==> src/hw/rtl/pbnel_pkg.sv <==
package pbnel_pkg;

  // page geometry
  localparam int PAGE_BYTES = 4096;
  localparam int PAGE_AW    = $clog2(PAGE_BYTES);
  // walk positions can run past the page by a key length plus a trailer
  localparam int POS_W      = 17;

  localparam logic [POS_W-1:0] POS_DATA_BASE = POS_W'(16);
  localparam logic [POS_W-1:0] POS_LEN_BYTES = POS_W'(2);
  localparam logic [POS_W-1:0] POS_RID_BYTES = POS_W'(8);
  localparam logic [POS_W-1:0] POS_CHILD_BYTES = POS_W'(4);
  localparam logic [POS_W-1:0] POS_PAGE_END = POS_W'(PAGE_BYTES);

  // command codes
  localparam logic [2:0] CMD_WRITE_BYTE = 3'd0;
  localparam logic [2:0] CMD_READ_BYTE  = 3'd1;
  localparam logic [2:0] CMD_LOCATE     = 3'd2;
  localparam logic [2:0] CMD_GET_CHILD  = 3'd3;
  localparam logic [2:0] CMD_SET_RID    = 3'd4;
  localparam logic [2:0] CMD_SET_CHILD  = 3'd5;

  // status codes
  localparam logic [1:0] ST_OK    = 2'd0;
  localparam logic [1:0] ST_RANGE = 2'd1;
  localparam logic [1:0] ST_KIND  = 2'd2;
  localparam logic [1:0] ST_PAST  = 2'd3;

  typedef struct packed {
    logic [2:0]  command;
    logic [11:0] byte_address;
    logic [7:0]  byte_data;
    logic [15:0] entry_index;
    logic [63:0] word_data;
  } in_item_t;

  typedef struct packed {
    logic [1:0]  status;
    logic [11:0] key_offset;
    logic [15:0] key_length;
    logic [63:0] value;
  } out_item_t;

  typedef struct packed {
    logic               we;
    logic               re;
    logic [PAGE_AW-1:0] addr;
    logic [7:0]         wdata;
  } mem_req_t;

endpackage

==> src/hw/rtl/pbnel_walker.sv <==
module pbnel_walker import pbnel_pkg::*; (
  input  logic       clk,
  input  logic       rst_n,
  input  logic       start,
  input  in_item_t   item,
  output logic       idle,
  output logic       res_valid,
  input  logic       res_take,
  output out_item_t  res,
  output mem_req_t   mem_req,
  input  logic [7:0] mem_rdata
);

  localparam logic [3:0] S_IDLE  = 4'd0;
  localparam logic [3:0] S_HDR   = 4'd1;
  localparam logic [3:0] S_DISP  = 4'd2;
  localparam logic [3:0] S_CHK   = 4'd3;
  localparam logic [3:0] S_LEN   = 4'd4;
  localparam logic [3:0] S_FOUND = 4'd5;
  localparam logic [3:0] S_CHILD = 4'd6;
  localparam logic [3:0] S_TAIL  = 4'd7;
  localparam logic [3:0] S_STORE = 4'd8;
  localparam logic [3:0] S_DONE  = 4'd9;

  logic [3:0]         state_r;
  logic [2:0]         cmd_r;
  logic [15:0]        idx_r;
  logic [63:0]        word_r;
  logic               leaf_r;
  logic [15:0]        nkeys_r;
  logic [POS_W-1:0]   p_r;
  logic [POS_W-1:0]   cpos_r;
  logic [15:0]        k_r;
  logic [15:0]        tgt_r;
  logic [15:0]        len_r;
  logic [PAGE_AW-1:0] f_base_r;
  logic [3:0]         f_n_r;
  logic [3:0]         f_iss_r;
  logic [3:0]         f_rcv_r;
  logic [63:0]        acc_r;
  logic [63:0]        acc_nxt;
  logic               rvalid_r;
  logic [1:0]         st_r;
  logic [11:0]        koff_r;
  logic [15:0]        klen_r;
  logic [63:0]        val_r;

  logic               fetching;
  logic               fetch_done;
  logic               acc_clr;
  logic [POS_W-1:0]   trail;
  logic [POS_W-1:0]   adv_pos;
  logic [POS_W-1:0]   key_start;
  logic [POS_W-1:0]   key_end;
  logic [POS_W-1:0]   need_end;

  assign fetching = (state_r == S_HDR) || (state_r == S_LEN) || (state_r == S_TAIL);

  always_comb begin
    mem_req.re    = fetching && (f_iss_r < f_n_r);
    mem_req.we    = (state_r == S_STORE);
    mem_req.addr  = f_base_r + PAGE_AW'(f_iss_r);
    mem_req.wdata = word_r[{f_iss_r[2:0], 3'b000} +: 8];
  end

  // gather restarts in the states that precede a fetch
  assign acc_clr = (state_r == S_IDLE) || (state_r == S_CHK) ||
                   (state_r == S_FOUND) || (state_r == S_CHILD);

  // little-endian gather of returned bytes
  always_comb begin
    acc_nxt = acc_r;
    if (acc_clr) begin
      acc_nxt = '0;
    end else if (rvalid_r) begin
      acc_nxt[{f_rcv_r[2:0], 3'b000} +: 8] = mem_rdata;
    end
  end

  assign fetch_done = rvalid_r && (f_rcv_r == f_n_r - 4'd1);
  assign trail      = leaf_r ? POS_RID_BYTES : POS_CHILD_BYTES;
  assign adv_pos    = p_r + POS_LEN_BYTES + POS_W'(acc_nxt[15:0]) + trail;
  assign key_start  = p_r + POS_LEN_BYTES;
  assign key_end    = key_start + POS_W'(len_r);
  assign need_end   = key_end + (leaf_r ? POS_RID_BYTES : POS_W'(0));

  always_ff @(posedge clk) begin
    if (!rst_n) begin
      state_r  <= S_IDLE;
      rvalid_r <= 1'b0;
    end else begin
      rvalid_r <= mem_req.re;
      acc_r    <= acc_nxt;
      if (mem_req.re || mem_req.we) begin
        f_iss_r <= f_iss_r + 4'd1;
      end
      if (rvalid_r) begin
        f_rcv_r <= f_rcv_r + 4'd1;
      end
      unique case (state_r)
        S_IDLE: begin
          if (start) begin
            cmd_r   <= item.command;
            idx_r   <= item.entry_index;
            word_r  <= (item.command == CMD_WRITE_BYTE) ? {56'b0, item.byte_data} :
                       item.word_data;
            st_r    <= ST_OK;
            koff_r  <= '0;
            klen_r  <= '0;
            val_r   <= '0;
            f_iss_r <= '0;
            f_rcv_r <= '0;
            case (item.command) inside
              CMD_WRITE_BYTE: begin
                f_base_r <= item.byte_address;
                f_n_r    <= 4'd1;
                state_r  <= S_STORE;
              end
              CMD_READ_BYTE: begin
                f_base_r <= item.byte_address;
                f_n_r    <= 4'd1;
                state_r  <= S_TAIL;
              end
              CMD_LOCATE, CMD_GET_CHILD, CMD_SET_RID, CMD_SET_CHILD: begin
                f_base_r <= '0;
                f_n_r    <= 4'd3;
                state_r  <= S_HDR;
              end
              default: state_r <= S_DONE;
            endcase
          end
        end
        S_HDR: begin
          if (fetch_done) begin
            leaf_r  <= (acc_nxt[7:0] != 8'd0);
            nkeys_r <= acc_nxt[23:8];
            state_r <= S_DISP;
          end
        end
        S_DISP: begin
          k_r <= '0;
          case (cmd_r) inside
            CMD_LOCATE, CMD_SET_RID: begin
              if (cmd_r == CMD_SET_RID && !leaf_r) begin
                st_r    <= ST_KIND;
                state_r <= S_DONE;
              end else if (idx_r >= nkeys_r) begin
                st_r    <= ST_RANGE;
                state_r <= S_DONE;
              end else begin
                tgt_r   <= idx_r;
                p_r     <= leaf_r ? POS_DATA_BASE : POS_DATA_BASE + POS_CHILD_BYTES;
                state_r <= S_CHK;
              end
            end
            CMD_GET_CHILD, CMD_SET_CHILD: begin
              if (leaf_r) begin
                st_r    <= ST_KIND;
                state_r <= S_DONE;
              end else if (idx_r == 16'd0) begin
                cpos_r  <= POS_DATA_BASE;
                state_r <= S_CHILD;
              end else if (idx_r > nkeys_r) begin
                st_r    <= ST_RANGE;
                state_r <= S_DONE;
              end else begin
                tgt_r   <= idx_r - 16'd1;
                p_r     <= POS_DATA_BASE + POS_CHILD_BYTES;
                state_r <= S_CHK;
              end
            end
            default: state_r <= S_DONE;
          endcase
        end
        S_CHK: begin
          if (p_r > POS_PAGE_END - POS_LEN_BYTES) begin
            st_r    <= ST_PAST;
            state_r <= S_DONE;
          end else begin
            f_base_r <= p_r[PAGE_AW-1:0];
            f_n_r    <= 4'd2;
            f_iss_r  <= '0;
            f_rcv_r  <= '0;
            state_r  <= S_LEN;
          end
        end
        S_LEN: begin
          if (fetch_done) begin
            if (k_r == tgt_r) begin
              len_r   <= acc_nxt[15:0];
              state_r <= S_FOUND;
            end else begin
              p_r     <= adv_pos;
              k_r     <= k_r + 16'd1;
              state_r <= S_CHK;
            end
          end
        end
        S_FOUND: begin
          f_iss_r <= '0;
          f_rcv_r <= '0;
          case (cmd_r) inside
            CMD_LOCATE, CMD_SET_RID: begin
              if (need_end > POS_PAGE_END) begin
                st_r    <= ST_PAST;
                state_r <= S_DONE;
              end else if (cmd_r == CMD_SET_RID) begin
                f_base_r <= key_end[PAGE_AW-1:0];
                f_n_r    <= 4'd8;
                state_r  <= S_STORE;
              end else begin
                koff_r <= key_start[11:0];
                klen_r <= len_r;
                if (leaf_r) begin
                  f_base_r <= key_end[PAGE_AW-1:0];
                  f_n_r    <= 4'd8;
                  state_r  <= S_TAIL;
                end else begin
                  state_r <= S_DONE;
                end
              end
            end
            default: begin
              cpos_r  <= key_end;
              state_r <= S_CHILD;
            end
          endcase
        end
        S_CHILD: begin
          f_iss_r <= '0;
          f_rcv_r <= '0;
          if (cpos_r + POS_CHILD_BYTES > POS_PAGE_END) begin
            st_r    <= ST_PAST;
            state_r <= S_DONE;
          end else begin
            f_base_r <= cpos_r[PAGE_AW-1:0];
            f_n_r    <= 4'd4;
            state_r  <= (cmd_r == CMD_GET_CHILD) ? S_TAIL : S_STORE;
          end
        end
        S_TAIL: begin
          if (fetch_done) begin
            val_r   <= acc_nxt;
            state_r <= S_DONE;
          end
        end
        S_STORE: begin
          if (f_iss_r == f_n_r - 4'd1) begin
            state_r <= S_DONE;
          end
        end
        S_DONE: begin
          if (res_take) begin
            state_r <= S_IDLE;
          end
        end
        default: state_r <= S_IDLE;
      endcase
    end
  end

  assign idle       = (state_r == S_IDLE);
  assign res_valid  = (state_r == S_DONE);
  assign res.status     = st_r;
  assign res.key_offset = koff_r;
  assign res.key_length = klen_r;
  assign res.value      = val_r;

endmodule

==> config.mk <==
export PLATFORM = sky130hd
export DESIGN_NAME = pbnel_walker
export DESIGN_NICKNAME = d
export VERILOG_FILES = /design/src/hw/rtl/pbnel_pkg.sv /design/src/hw/rtl/pbnel_walker.sv
export SDC_FILE = /design/constraint.sdc
export NUM_CORES = 1
export LEC_CHECK = 0
export BUFFER_PORTS_ARGS = -buffer_cell sky130_fd_sc_hd__buf_2
export CAP_MARGIN = 0
export CORE_AREA = 2 2 222 224
export CTS_CLUSTER_DIAMETER = 100
export CTS_CLUSTER_SIZE = 10
export DETAILED_ROUTE_END_ITERATION = 12
export DIE_AREA = 0 0 224 226
export GPL_TIMING_DRIVEN = 0
export MAX_ROUTING_LAYER = met4
export PLACE_DENSITY = 0.7
export SETUP_SLACK_MARGIN = 0.02
export SYNTH_ARGS = -nofsm -noshare
export SYNTH_HDL_FRONTEND = slang
export SYNTH_SLANG_ARGS = --single-unit
==> constraint.sdc <==
create_clock -name clk -period 9.12 [get_ports clk]
set_input_delay 2.736 -clock clk [delete_from_list [all_inputs] [get_ports clk]]
set_output_delay 2.736 -clock clk [all_outputs]
set_load 0.02 [all_outputs]
Yosys cells after proc, flatten, opt, wreduce, memory -nomap -nowiden. Index checks and enable logic that the tools add are counted.

$add $sub $neg: 13. Magnitude comparators: 6. Equal/unequal tests: 57. Shifts and indexed selects: 3. Mux-type cells: 114. Reductions and logical operators: 37.

Operators with widths (number): $mux W64 (4); $mux W17 (14); $mux W16 (13); $mux W12 (14); $mux W4 (41); $pmux W64 S2 (1); $pmux W17 S2 (2); $bwmux W64 (1); $pmux W16 S2 (2); $shift A8 B8 Y64 const A (1); $shiftx A64 B7 Y8 (1); $shiftx A8 B8 Y64 (1); $pmux W12 S4 (1); $pmux W4 S10 (1); $add A17 B16 Y17 (2); $add A17 B4 Y17 (2); $gt A17 B13 Y1 const B (2); $ne A2 B2 Y1 const B (16); $mux W2 (12); $pmux W12 S2 (1); $pmux W4 S3 (2); $ne A2 B1 Y1 const B (9); $ne A3 B3 Y1 const B (6); $add A17 B2 Y17 const B (1); 47 further kinds (80).

Register bits after elaboration: 369. Input port bits: 115. Output and inout bits: 118. Logic and storage cells: 252.

Depth between registers and ports, before layout. Gate-level depths: netlist of run 1.

Depth after elaboration: 10. Depth in mapped cells: 22. Mapped depth without buffers: 20.

Worst setup path after synthesis of run 1. OpenSTA, ideal clock, no wires.

Path type: input to register. From: input port mem_rdata[3]. To: register p_r[15] (data pin). Setup time: 0.266 ns. Data arrival time: 5.964 ns. Required time: 8.854 ns. Setup slack: 2.890 ns. Stages on the path: 16. Path buffers: 1. Cell sequence: buf_1 -> mux2i_1 -> or3_1 -> fa_1 -> inv_1 -> ha_1 -> a21o_1 -> a21oi_1 -> o21bai_1 -> a21oi_1 -> o21bai_1 -> a41o_1 -> o41a_1 -> a31oi_1 -> xor2_1 -> nor2_1.

Word-level cells in the longest chain between the ends: 9.

RTL lines: from (decl) (RTL line pbnel_walker.sv:11) `input logic [7:0] mem_rdata`; $shiftx A8 B8 Y64 (RTL line pbnel_walker.sv:76) `acc_nxt[{f_rcv_r[2:0], 3'b000} +: 8] = mem_rdata;`; $bwmux W64 (RTL line pbnel_walker.sv:76); $mux W64 (RTL line pbnel_walker.sv:75) `end else if (rvalid_r) begin`; $mux W64 (RTL line pbnel_walker.sv:73) `if (acc_clr) begin`; $add A17 B16 Y17 (RTL line pbnel_walker.sv:82) `assign adv_pos = p_r + POS_LEN_BYTES + POS_W'(acc_nxt[15:0]) + trail;`; $add A17 B4 Y17 (RTL line pbnel_walker.sv:82); $mux W17 (RTL line pbnel_walker.sv:189) `if (k_r == tgt_r) begin`; $mux W17 (RTL line pbnel_walker.sv:188) `if (fetch_done) begin`; $pmux W17 S2 (RTL line pbnel_walker.sv:100) `unique case (state_r)`; to (signal assigned) (RTL line pbnel_walker.sv:152) `p_r <= leaf_r ? POS_DATA_BASE : POS_DATA_BASE + POS_CHILD_BYTES;`; to (signal assigned) (RTL line pbnel_walker.sv:168) `p_r <= POS_DATA_BASE + POS_CHILD_BYTES;`; to (signal assigned) (RTL line pbnel_walker.sv:193) `p_r <= adv_pos;`; to (decl) (RTL line pbnel_walker.sv:31) `logic [POS_W-1:0] p_r;`.

No other way between the ends. The select of a mux whose other input is x is not followed. A chain may end at the register's enable or synchronous reset.

Worst setup path after layout of run 1.
From: input port mem_rdata[3]. To: register p_r[16] (data pin).

Same word-level chain as after synthesis.

==> results by group, run 1 <==
Logic synthesis
  • Cell variety after synth: 75
  • FF+latch count, synth: 369
  • Biggest area consumer among synthesized cells: edfxtp_1
  • Post-Synth Simple-Gate Area: 16.3%
  • Synth Cell Area: 0.0191 mm2
  • Number of synthesized flops with an enable pin: 364
  • Main combinational cell family by area after synthesis: simple AND/OR/NAND/NOR gates
  • Synth async-reset ratio: 0%
  • Synthesized-area fraction occupied by adder cells: 5.69%
  • Primary FF master, synth: edfxtp_1
  • Mux cell area share after synthesis: 6.44%
  • Synth Net Count: 1,789
  • Synthesized area per cell: 12.0 um2
  • Synth Instances: 1,590
  • Post-synthesis xor/xnor area fraction: 4.44%
  • Seq/Total Area, Yosys: 57.7%
  • Synth top area cells: edfxtp_1 (57%), ha_1 (5.2%), mux2i_1 (3.6%)
  • Post-synth top area share: 57.2%
  • Syn. warnings: 0
  • Compound-gate portion of the synthesized area: 6.81%

Routing
  • DR DRC count: 0
  • Routed Antenna Nets: 0
  • Vias/cell: 5.46
  • Vias: 13,746
  • Met2 routed WL: 24.6 mm
  • DRT Pass-1 Iters: 8
  • Drt total wl: 51.5 mm
  • Wl on met1: 21.8 mm
  • Wirelength per Cell: 20.5 um
  • Top Layer Used: met4
  • Routed wl met3: 4.00 mm
  • DRT iter0 DRCs: 1,265

Floorplanning
  • Core footprint: 0.0483 mm2
  • Die Y: 226 um
  • I/O pin count: 233
  • Num rows: 81
  • Die width: 224 um
  • Initial core utilization: 39.5%
  • DIE AREA: 0.0506 mm2

Place
  • Port bufs: 224
  • Global placer's final weighted congestion: 0.904
  • Cell Area, Placed: 0.0212 mm2
  • DP HPWL: 38.0 mm

Clocking
  • CTS root buf: clkbuf_16
  • Postcts setup bufs: 0
  • Hold buffers post-CTS: 0
  • Clock latency at the later pin of the worst-skew pair: 0.58 ns
  • Gates resized, CTS repair: 0
  • TritonCTS clock tree: done
  • CTS max path bufs: 3
  • H-Tree Depth: 2
  • CTS Buf Count: 43
  • Clk slew on worst S/H paths: 0.06 ns
  • CTS Sinks: 369

STA
  • Final setup TNS: 0 ns
  • Crit path time final: 6.47 ns
  • RSZ-0062 raised after global routing: false
  • Final hold violation count: 0
  • Max-slew violations: 0
  • Max Freq: 0.155 GHz
  • Slew HR: 16.8%
  • Period utilization: 70.9%
  • Final Skew: 0.0222 ns
  • # setup viols final: 0
  • Least-Margin Pin Slew: 1.24 ns
  • Worst hold slack: 0.561 ns

Critical path
  • CP startpoint kind: input pin
  • Critical Path RT: 9.43 ns
  • FF-to-FF setup slack: 2.90 ns
  • Critical path data arrival time: 6.78 ns
  • CP Max Fanout: 8
  • R2R cell count: 17
  • Crit end category: flop
  • Crit Path Category: in -> reg
  • R2r endpoint: klen_r[10]
  • Worst r2r src: p_r[2]

Min path
  • Hold Path Class: reg -> reg
  • WHS Endpoint: klen_r[7]
  • Hold Crit Start: len_r[7]
  • Hold path depth: 1

GRT
  • First-pass GRT wire length: 77.3 mm
  • Grt ovf: 0
  • Vias in the first global route: 13,556
  • Maximum number of pins on one net before global-route repair: 74
  • Overall Global Routing Usage: 20.5%
  • Initial antenna violation count: 4

Finish
  • Area taken by multi-input logic gates: 0.00763 mm2
  • Synthesis-to-finish area growth: 17.2%
  • FILL cells: 4,385
  • Fin nets: 2,067
  • Share of layout cells above drive strength 1: 17.8%
  • Register Area: 0.0110 mm2
  • Finished Cell Area: 0.0224 mm2

Power and ir drop
  • Total Power: 5580 uW
  • P per Cell Area: 249 mW/mm2
  • Static Leak: 0.00844 uW
  • VDD IR max: 0.163 mV

Outcome
  • Status: finished clean

Flow run
  • Max-cap violation count: 0
[worst max-delay path, cell delays in order]
cell and delay (ns):
buf_1 0.51, mux2i_1 0.18, or3_1 0.48, fa_1 0.54
inv_1 0.04, ha_1 0.33, a21oi_1 0.24, nor2b_1 0.07
o21ai_0 0.31, a211o_1 0.23, nand3_1 0.08, o211ai_1 0.16
o21ai_0 0.27, and3_1 0.24, or3_1 0.37
[report_power, final]
| group | leakage, uW | switching (uW) | total (uW) | internal (uW) |
|---|---|---|---|---|
| clock | 0.000581 | 689 | 1560 | 874 |
| sequential | 0.00354 | 102 | 2290 | 2190 |
| combinational | 0.00433 | 1150 | 1730 | 580 |
[flip-flops by register name, indices dropped and copies added (netlist names)]
name and cells:
acc_r 64, val_r 64, word_r 64, cpos_r 17, p_r 17, idx_r 16, k_r 16, klen_r 16
len_r 16, nkeys_r 16, tgt_r 16, f_base_r 12, koff_r 12, f_iss_r 4, f_n_r 4, f_rcv_r 4
state_r 4, cmd_r 3, st_r 2, leaf_r 1, rvalid_r 1
[cell families (layout without fill, tap and decap cells)]
logic type      count (synthesis)  after routing
mux                           101            101
simple gates                  619            619
fa+ha+maj                      84             84
other cells                     0              4
xor+xnor                       97             97
compound gates                189            189
buf+inv                       131            431
flops                         369            369
[placed cells by master, fill, tap and decap left out, drive strengths merged, types with 35 or more instances in the layout]
master,synthesis,layout
nand3,42,42
o21ai,50,50
mux2i,69,69
nor3,94,94
and2,35,35
clkbuf,59,122
a21oi,36,36
xor2,53,53
nand2,79,79
xnor2,44,44
nor2b,68,68
inv,55,58
nor2,183,183
buf,16,248
edfxtp,364,364
ha,79,79
[stage by stage]
stage	util (%)	setup slack, ns	std cells
2_1_floorplan	-	2.89	1590
3_3_place_gp	43.5	1.23	2436
3_5_place_dp	43.8	2.05	2444
4_1_cts	46.3	2.29	2511
5_1_grt	46.3	2.41	2515
6_report	46.3	2.65	2516
[cells in the mapped netlist (5+ instances only)]
library cell,instances
nor2_1,183
and2_1,35
a222oi_1,9
o21ai_1,5
nor2b_1,67
mux4_2,16
nand2_1,79
o2111ai_1,5
xor2_1,53
fa_1,5
a211oi_1,7
mux2i_1,69
ha_1,79
inv_1,55
mux2_2,16
a31oi_1,9
a21o_1,12
o21a_1,7
and3_1,17
buf_1,13
edfxtp_1,364
a21oi_1,36
xnor2_1,44
nor4_1,16
nand3_1,42
o21ai_0,45
nand4_1,26
or4_1,5
nand2b_1,16
clkbuf_1,59
or3_1,13
nor3_1,94
dfxtp_1,5
[worst max path at each step]
| stage | cells after the start | endpoint | startpoint | slack (ns) |
|---|---|---|---|---|
| floorplan | 16 | p_r[15] | mem_rdata[3] | 2.89 |
| global placement | 3 | word_r[4] | rst_n | 1.23 |
| detailed placement | 16 | p_r[15] | mem_rdata[3] | 2.05 |
| CTS | 9 | mem_req[20] | f_iss_r[0] | 2.29 |
| global route | 11 | mem_req[18] | f_iss_r[1] | 2.41 |
| finish | 15 | p_r[16] | mem_rdata[3] | 2.65 |
[routing by layer]
metal / global-route usage, % / vias up
li1: - / 6486
met1: 26.1 / 6713
met2: 32.5 / 476
met3: 5.26 / 71
met4: 5.83 / 0
met5: - / -
[area by class of cell]
class	count	share of cell area, %
Sequential cell	369	49.2
Buffer	75	1.27
Clock inverter	5	0.290
Antenna cell	4	0.0447
Inverter	56	0.938
Clock buffer	62	5.12
Timing Repair Buffer	233	5.58
Multi-Input combinational cell	1090	34.0
Tap cell	622	3.47
No activity file was read; power rests on OpenSTA's default activity.
==> run 2: changes to the inputs <==
--- a/config.mk
+++ b/config.mk
@@ -5,16 +5,17 @@
 export SDC_FILE = /design/constraint.sdc
 export NUM_CORES = 1
 export LEC_CHECK = 0
+export ABC_AREA = 1
 export BUFFER_PORTS_ARGS = -buffer_cell sky130_fd_sc_hd__buf_2
 export CAP_MARGIN = 0
-export CORE_AREA = 2 2 222 224
+export CORE_AREA = 2 2 226 228
 export CTS_CLUSTER_DIAMETER = 100
 export CTS_CLUSTER_SIZE = 10
 export DETAILED_ROUTE_END_ITERATION = 12
-export DIE_AREA = 0 0 224 226
+export DIE_AREA = 0 0 228 230
 export GPL_TIMING_DRIVEN = 0
 export MAX_ROUTING_LAYER = met4
-export PLACE_DENSITY = 0.7
+export PLACE_DENSITY = 0.72
 export SETUP_SLACK_MARGIN = 0.02
 export SYNTH_ARGS = -nofsm -noshare
 export SYNTH_HDL_FRONTEND = slang
==> constraint.sdc (replaced) <==
create_clock -name clk -period 5.5 [get_ports clk]
set_input_delay 1.65 -clock clk [delete_from_list [all_inputs] [get_ports clk]]
set_output_delay 1.65 -clock clk [all_outputs]
set_load 0.02 [all_outputs]
==> results by group, run 2 <==
Logic synthesis
  • Synth Net Count: 2,274 (+27%)
  • Number of synthesized flops with an enable pin: 364 (unchanged)
  • Primary FF master, synth: edfxtp_1
  • Synthesized area per cell: 9.52 um2 (-21%)
  • Synth Cell Area: 0.0198 mm2 (+3.4%)
  • Synth Instances: 2,075 (+31%)
  • Post-synth top area share: 55.3% (-1.9 points)
  • Most frequent cells after synthesis: edfxtp_1 (364), nor2_1 (357), inv_1 (306)
  • Top-count cell post-synth: edfxtp_1
  • Syn. warnings: 0 (unchanged)
  • Seq/Total Area, Yosys: 55.8% (-1.9 points)
  • Biggest area consumer among synthesized cells: edfxtp_1
  • Cell variety after synth: 59 (-21%)
  • Synth async-reset ratio: 0% (unchanged)
  • FF+latch count, synth: 369 (unchanged)
  • Synth top area cells: edfxtp_1 (55%), nor2_1 (6.8%), inv_1 (5.8%)

Routing
  • Routed Antenna Nets: 0 (unchanged)
  • DRT Pass-1 Iters: 7 (-1)
  • DR DRC count: 0 (unchanged)
  • Vias: 15,854 (+15%)
  • Drt total wl: 54.5 mm (+5.8%)
  • Wirelength per Cell: 17.8 um (-13%)
  • DRT iter0 DRCs: 1,604 (+27%)
  • Vias/cell: 5.19 (-5.0%)

Min path
  • Hold Crit Start: state_r[3]
  • WHS Endpoint: state_r[3]
  • Hold path depth: 2 (+1)
  • Hold Path Class: reg -> reg

Power and ir drop
  • VDD IR max: 0.254 mV (+55%)
  • Static Leak: 0.0100 uW (+18%)
  • Sequential share of power: 39.4% (-1.7 points)
  • Power share of the clock group: 26.1% (-1.9 points)
  • Comb power frac: 34.5% (+3.6 points)
  • Pint: 6310 uW (+73%)
  • Switch Pwr: 3770 uW (+95%)
  • Sw Ratio: 37.4% (+2.7 points)
  • P per Cell Area: 432 mW/mm2 (+73%)

Clocking
  • CTS max path bufs: 3 (unchanged)
  • H-Tree Depth: 2 (unchanged)
  • Clock latency at the later pin of the worst-skew pair: 0.59 ns (about the same)
  • Clk slew on worst S/H paths: 0.06 ns (about the same)
  • CTS Buf Count: 43 (unchanged)
  • CTS root buf: clkbuf_16
  • TritonCTS clock tree: done
  • CTS Sinks: 369 (unchanged)
  • Hold buffers post-CTS: 0 (unchanged)

GRT
  • Met1 global-route usage: 27.9% (+1.8 points)
  • Grt ovf: 0 (unchanged)
  • Met3 GRT Util: 3.81% (-1.4 points)
  • Overall Global Routing Usage: 21.2% (+0.65 points)
  • Maximum number of pins on one net before global-route repair: 74 (unchanged)
  • GR Util met2: 33.2% (+0.70 points)
  • Vias in the first global route: 15,361 (+13%)
  • First-pass GRT wire length: 84.3 mm (+9.0%)
  • Initial antenna violation count: 5 (+1)
  • GRT busiest layer: met2

STA
  • Fin worst setup slack: 0.313 ns (-2.34 ns)
  • Crit path time final: 5.19 ns
  • Slew HR: 14.3% (-2.5 points)
  • Least-Margin Pin Slew: 1.28 ns (+0.0402 ns)
  • Max-slew violations: 0 (unchanged)
  • Worst hold slack: 0.505 ns (-0.0559 ns)
  • Final hold violation count: 0 (unchanged)
  • Max Freq: 0.193 GHz
  • Period utilization: 94.3%
  • # setup viols final: 0 (unchanged)
  • Final Skew: 0.0274 ns (+0.00526 ns)
  • RSZ-0062 raised after global routing: true

Critical path
  • R2R cell count: 26 (+9)
  • Critical path data arrival time: 3.54 ns (-3.24 ns)
  • CP startpoint kind: flop
  • Crit end category: output pin
  • Critical Path RT: 3.85 ns (-5.58 ns)
  • Crit Path Category: reg -> out
  • CP Max Fanout: 10 (+2)
  • Worst r2r src: f_rcv_r[0]
  • FF-to-FF setup slack: 0.39 ns (-2.51 ns)
  • R2r endpoint: p_r[16]

Floorplanning
  • Num rows: 82 (+1.2%)
  • DIE AREA: 0.0524 mm2 (+3.6%)
  • Initial core utilization: 39.6% (+0.089 points)
  • Die width: 228 um (+1.8%)
  • I/O pin count: 233 (unchanged)
  • Die Y: 230 um (+1.8%)
  • Core footprint: 0.0499 mm2 (+3.1%)

Outcome
  • Status: finished clean

Finish
  • Fin nets: 2,563 (+24%)
  • Commonest non-fill, non-tap cell in the layout: edfxtp_1
  • Synthesis-to-finish area growth: 18.1%
  • Share of layout cells above drive strength 1: 16.4% (-1.5 points)
  • Leading cell types in the layout, fill and taps excluded: edfxtp_1 (364), nor2_1 (354), inv_1 (306)
  • Regs by FF count: acc_r (64), val_r (64), word_r (64)

Flow run
  • Max-cap violation count: 0 (unchanged)

Place
  • Place WS: -0.279 ns (-2.33 ns)
  • Port bufs: 230 (+2.7%)
  • DP HPWL: 41.8 mm (+10%)
  • Global placer's final weighted congestion: 0.891 (-1.5%)
-- run 2: power groups by stage --
stage	clock network [uW]	registers, uW	logic, uW
floorplan	0	4200	2010
global placement	0	4070	3180
detailed placement	0	4020	3400
CTS	2690	3970	3420
global route	2790	4020	3830
finish	2630	3980	3470
-- run 2: metrics by stage --
step	utilization [%]	total power, uW	cell area [um2]	TNS (ns)	cells
3_5_place_dp	44.1	7420	22000	-0.295	2986
3_3_place_gp	43.6	7250	21800	-351.31	2977
4_1_cts	46.6	10100	23200	0	3046
6_report	46.8	10100	23300	0	3055
2_1_floorplan	-	6210	19800	0	2075
5_1_grt	46.8	10600	23300	-0.00813	3055
-- run 2: how the worst max path moves through the flow --
stage | from | end | slack [ns] | cells past startpoint
2_1_floorplan | start | val_r[0] | 0.03 | 4
3_3_place_gp | rst_n | val_r[3] | -3.07 | 3
3_5_place_dp | state_r[0] | p_r[16] | -0.28 | 27
4_1_cts | state_r[0] | p_r[16] | 0.09 | 27
5_1_grt | f_rcv_r[0] | p_r[16] | -0.008 | 28
6_report | f_iss_r[1] | mem_req[18] | 0.31 | 12
-- run 2: layer usage --
layer  routed length, um  vias up
met2               25100      650
li1                    -     7591
met3                4300      107
met1               23500     7506
met5                   0        -
met4                1610        0
-- run 2: what timing repair did --
item	4_1_cts	5_1_grt
endpoints found under the setup margin	2	50
gates resized for setup	2	12
pin swaps	0	3
setup buffers	0	5
-- run 2: layout make-up --
cell class / instances / area [um2]
multi-input cells: 1327 / 7390
inverters: 320 / 1200
clock inverters: 5 / 108
flip-flops and latches: 369 / 11000
diodes: 4 / 10.0
repair buffers: 244 / 1380
well taps: 672 / 841
fillers: 4645 / 26500
plain buffers: 59 / 234
clock buffers: 55 / 1130
-- run 2: logic make-up (layout without fill, tap and decap cells) --
family	after synthesis	count (layout)	share of synthesized area (%)
fa+ha+maj	84	84	5.51
flops	369	369	55.8
other cells	0	4	0
buf+inv	379	683	7.26
simple gates	932	932	21.2
xor+xnor	60	60	2.66
compound gates	251	251	7.56
-- run 2: worst max-delay path, stage by stage (launching register included) --
cell and delay (ns):
edfxtp_1 0.46, clkbuf_2 0.24, inv_1 0.11, buf_2 0.22, clkbuf_1 0.53, fa_1 0.34, nor2_1 0.06, a211oi_1 0.33
nor2_1 0.12, nand3_1 0.15, nor2_1 0.07, xor2_1 0.15, buf_2 0.20
==> run 3: changes to the inputs <==
--- a/config.mk
+++ b/config.mk
@@ -15,8 +15,9 @@
 export DIE_AREA = 0 0 228 230
 export GPL_TIMING_DRIVEN = 0
 export MAX_ROUTING_LAYER = met4
-export PLACE_DENSITY = 0.72
+export PLACE_DENSITY = 0.66
 export SETUP_SLACK_MARGIN = 0.02
 export SYNTH_ARGS = -nofsm -noshare
 export SYNTH_HDL_FRONTEND = slang
 export SYNTH_SLANG_ARGS = --single-unit
+export TNS_END_PERCENT = 20
==> results by group, run 3 (same netlist as run 2, synthesis figures left out) <==
GRT
  • Met3 GRT Util: 3.76% (-0.050 points)
  • First-pass GRT wire length: 83.0 mm (-1.5%)
  • Met1 global-route usage: 28.1% (+0.28 points)
  • GR Util met2: 32.7% (-0.53 points)
  • Grt ovf: 0 (unchanged)
  • Vias in the first global route: 14,808 (-3.6%)
  • Initial antenna violation count: 4 (-1)
  • Maximum number of pins on one net before global-route repair: 63 (-15%)
  • GRT busiest layer: met2
  • Overall Global Routing Usage: 20.9% (-0.25 points)

Routing
  • Wirelength per Cell: 17.8 um (-0.20%)
  • Drt total wl: 54.5 mm (-0.14%)
  • DR DRC count: 0 (unchanged)
  • Vias: 15,626 (-1.4%)
  • Vias/cell: 5.11 (-1.5%)
  • DRT Pass-1 Iters: 6 (-1)
  • Routed Antenna Nets: 0 (unchanged)
  • DRT iter0 DRCs: 1,345 (-16%)

Clocking
  • H-Tree Depth: 2 (unchanged)
  • Hold buffers post-CTS: 0 (unchanged)
  • TritonCTS clock tree: done
  • CTS Buf Count: 43 (unchanged)
  • CTS root buf: clkbuf_16
  • CTS max path bufs: 3 (unchanged)
  • CTS Sinks: 369 (unchanged)
  • Clock latency at the later pin of the worst-skew pair: 0.58 ns (about the same)
  • Clk slew on worst S/H paths: 0.06 ns (about the same)

Critical path
  • Crit end category: output pin
  • Crit Path Category: reg -> out
  • Critical path data arrival time: 3.58 ns (+0.04 ns)
  • CP Max Fanout: 10 (unchanged)
  • CP startpoint kind: flop
  • Critical Path RT: 3.85 ns (about the same)
  • FF-to-FF setup slack: 0.39 ns (about the same)

Finish
  • Leading cell types in the layout, fill and taps excluded: edfxtp_1 (364), nor2_1 (354), inv_1 (306)
  • Regs by FF count: acc_r (64), val_r (64), word_r (64)
  • Fin nets: 2,563 (unchanged)
  • Share of layout cells above drive strength 1: 16.3% (-0.098 points)
  • Synthesis-to-finish area growth: 17.9%
  • Commonest non-fill, non-tap cell in the layout: edfxtp_1
  • FILL cells: 4,777 (+2.8%)
  • Finished Core Util: 46.7% (-0.053 points)

Power and ir drop
  • Comb power frac: 34.5% (about the same)
  • Sequential share of power: 39.8% (+0.4 points)
  • Total Power: 10,000 uW (-0.79%)
  • Pint: 6250 uW (-0.98%)
  • Switch Pwr: 3760 uW (-0.47%)
  • Sw Ratio: 37.5% (+0.12 points)
  • Power share of the clock group: 25.7% (-0.4 points)
  • Static Leak: 0.0100 uW (about the same)
  • P per Cell Area: 429 mW/mm2 (-0.68%)
  • VDD IR max: 0.273 mV (+7.4%)

STA
  • Max-slew violations: 0 (unchanged)
  • Crit path time final: 5.23 ns (+0.0414 ns)
  • Least-Margin Pin Slew: 1.18 ns (-0.106 ns)
  • Period utilization: 95.1% (+0.75 points)
  • Max Freq: 0.191 GHz (-0.79%)
  • RSZ-0062 raised after global routing: true
  • Final Skew: 0.0393 ns (+0.0118 ns)
  • Slew HR: 21.4% (+7.1 points)
  • Final hold violation count: 0 (unchanged)
  • Worst hold slack: 0.508 ns (+0.00291 ns)
  • Fin worst setup slack: 0.271 ns (-0.0414 ns)
  • Final setup TNS: 0 ns (unchanged)
  • # setup viols final: 0 (unchanged)

Place
  • Place WS: -0.224 ns (+0.0546 ns)
  • Port bufs: 230 (unchanged)
  • Global placer's final weighted congestion: 0.921 (+3.4%)
  • DP HPWL: 41.7 mm (-0.39%)

Min path
  • Hold Path Class: reg -> reg

Floorplanning
  • Num rows: 82 (unchanged)
  • Die Y: 230 um (unchanged)
  • DIE AREA: 0.0524 mm2 (unchanged)
  • Initial core utilization: 39.6% (unchanged)
  • I/O pin count: 233 (unchanged)
  • Core footprint: 0.0499 mm2 (unchanged)
  • Die width: 228 um (unchanged)

Outcome
  • Status: finished clean

Flow run
  • Max-cap violation count: 0 (unchanged)
run 3: path summary, 6_finish.rpt:
path         startpoint     endpoint  cells after the start
max reg2reg  state_r[0]      p_r[16]                     27
min          state_r[3]   state_r[3]                      2
max          f_iss_r[1]  mem_req[18]                     12
min reg2reg  state_r[3]   state_r[3]                      2
run 3: per-layer routing:
layer  up-vias  routed length (um)
met3        86                3660
met1      7420               24300
met2       522               25100
met4         0                1370
li1       7598                   -
met5         -                   0
run 3: power by group through the flow:
| stage | sequential (uW) | combinational (uW) | clock (uW) |
|---|---|---|---|
| 3_5_place_dp | 4030 | 3390 | 0 |
| 5_1_grt | 4020 | 3790 | 2730 |
| 4_1_cts | 3980 | 3400 | 2620 |
| 6_report | 3980 | 3450 | 2570 |
| 2_1_floorplan | 4200 | 2010 | 0 |
| 3_3_place_gp | 4080 | 3200 | 0 |
run 3: area by class of cell:
type	count	area [um2]	share of cell area (%)
sequential	369	11000	47.3
multi-input combinational	1327	7390	31.7
timing repair buffer	245	1390	5.95
inverter	320	1200	5.15
clock buffer	57	1130	4.84
tap	672	841	3.61
buffer	58	229	0.982
clock inverter	5	83.8	0.360
antenna	4	10.0	0.0429
run 3: stage by stage:
| step | instance area (um2) | std cells |
|---|---|---|
| after floorplan | 19800 | 2075 |
| after global placement | 21800 | 2977 |
| after detailed placement | 22000 | 2987 |
| after CTS | 23200 | 3049 |
| after global routing | 23300 | 3057 |
| final | 23300 | 3057 |
run 3: worst max-delay path: stages, from the launching register on:
cell      delay [ns]
edfxtp_1        0.48
clkbuf_1        0.27
inv_1           0.13
buf_2           0.23
clkbuf_1        0.52
fa_1            0.34
nor2_1          0.06
a211oi_1        0.34
nor2_1          0.12
nand3_1         0.17
nor2_1          0.08
xor2_1          0.13
buf_2           0.16
run 3: what timing repair did:
item,CTS,global route
setup buffers,0,5
gates resized for setup,1,9
setup endpoints to repair,3,50
pin swaps,0,2
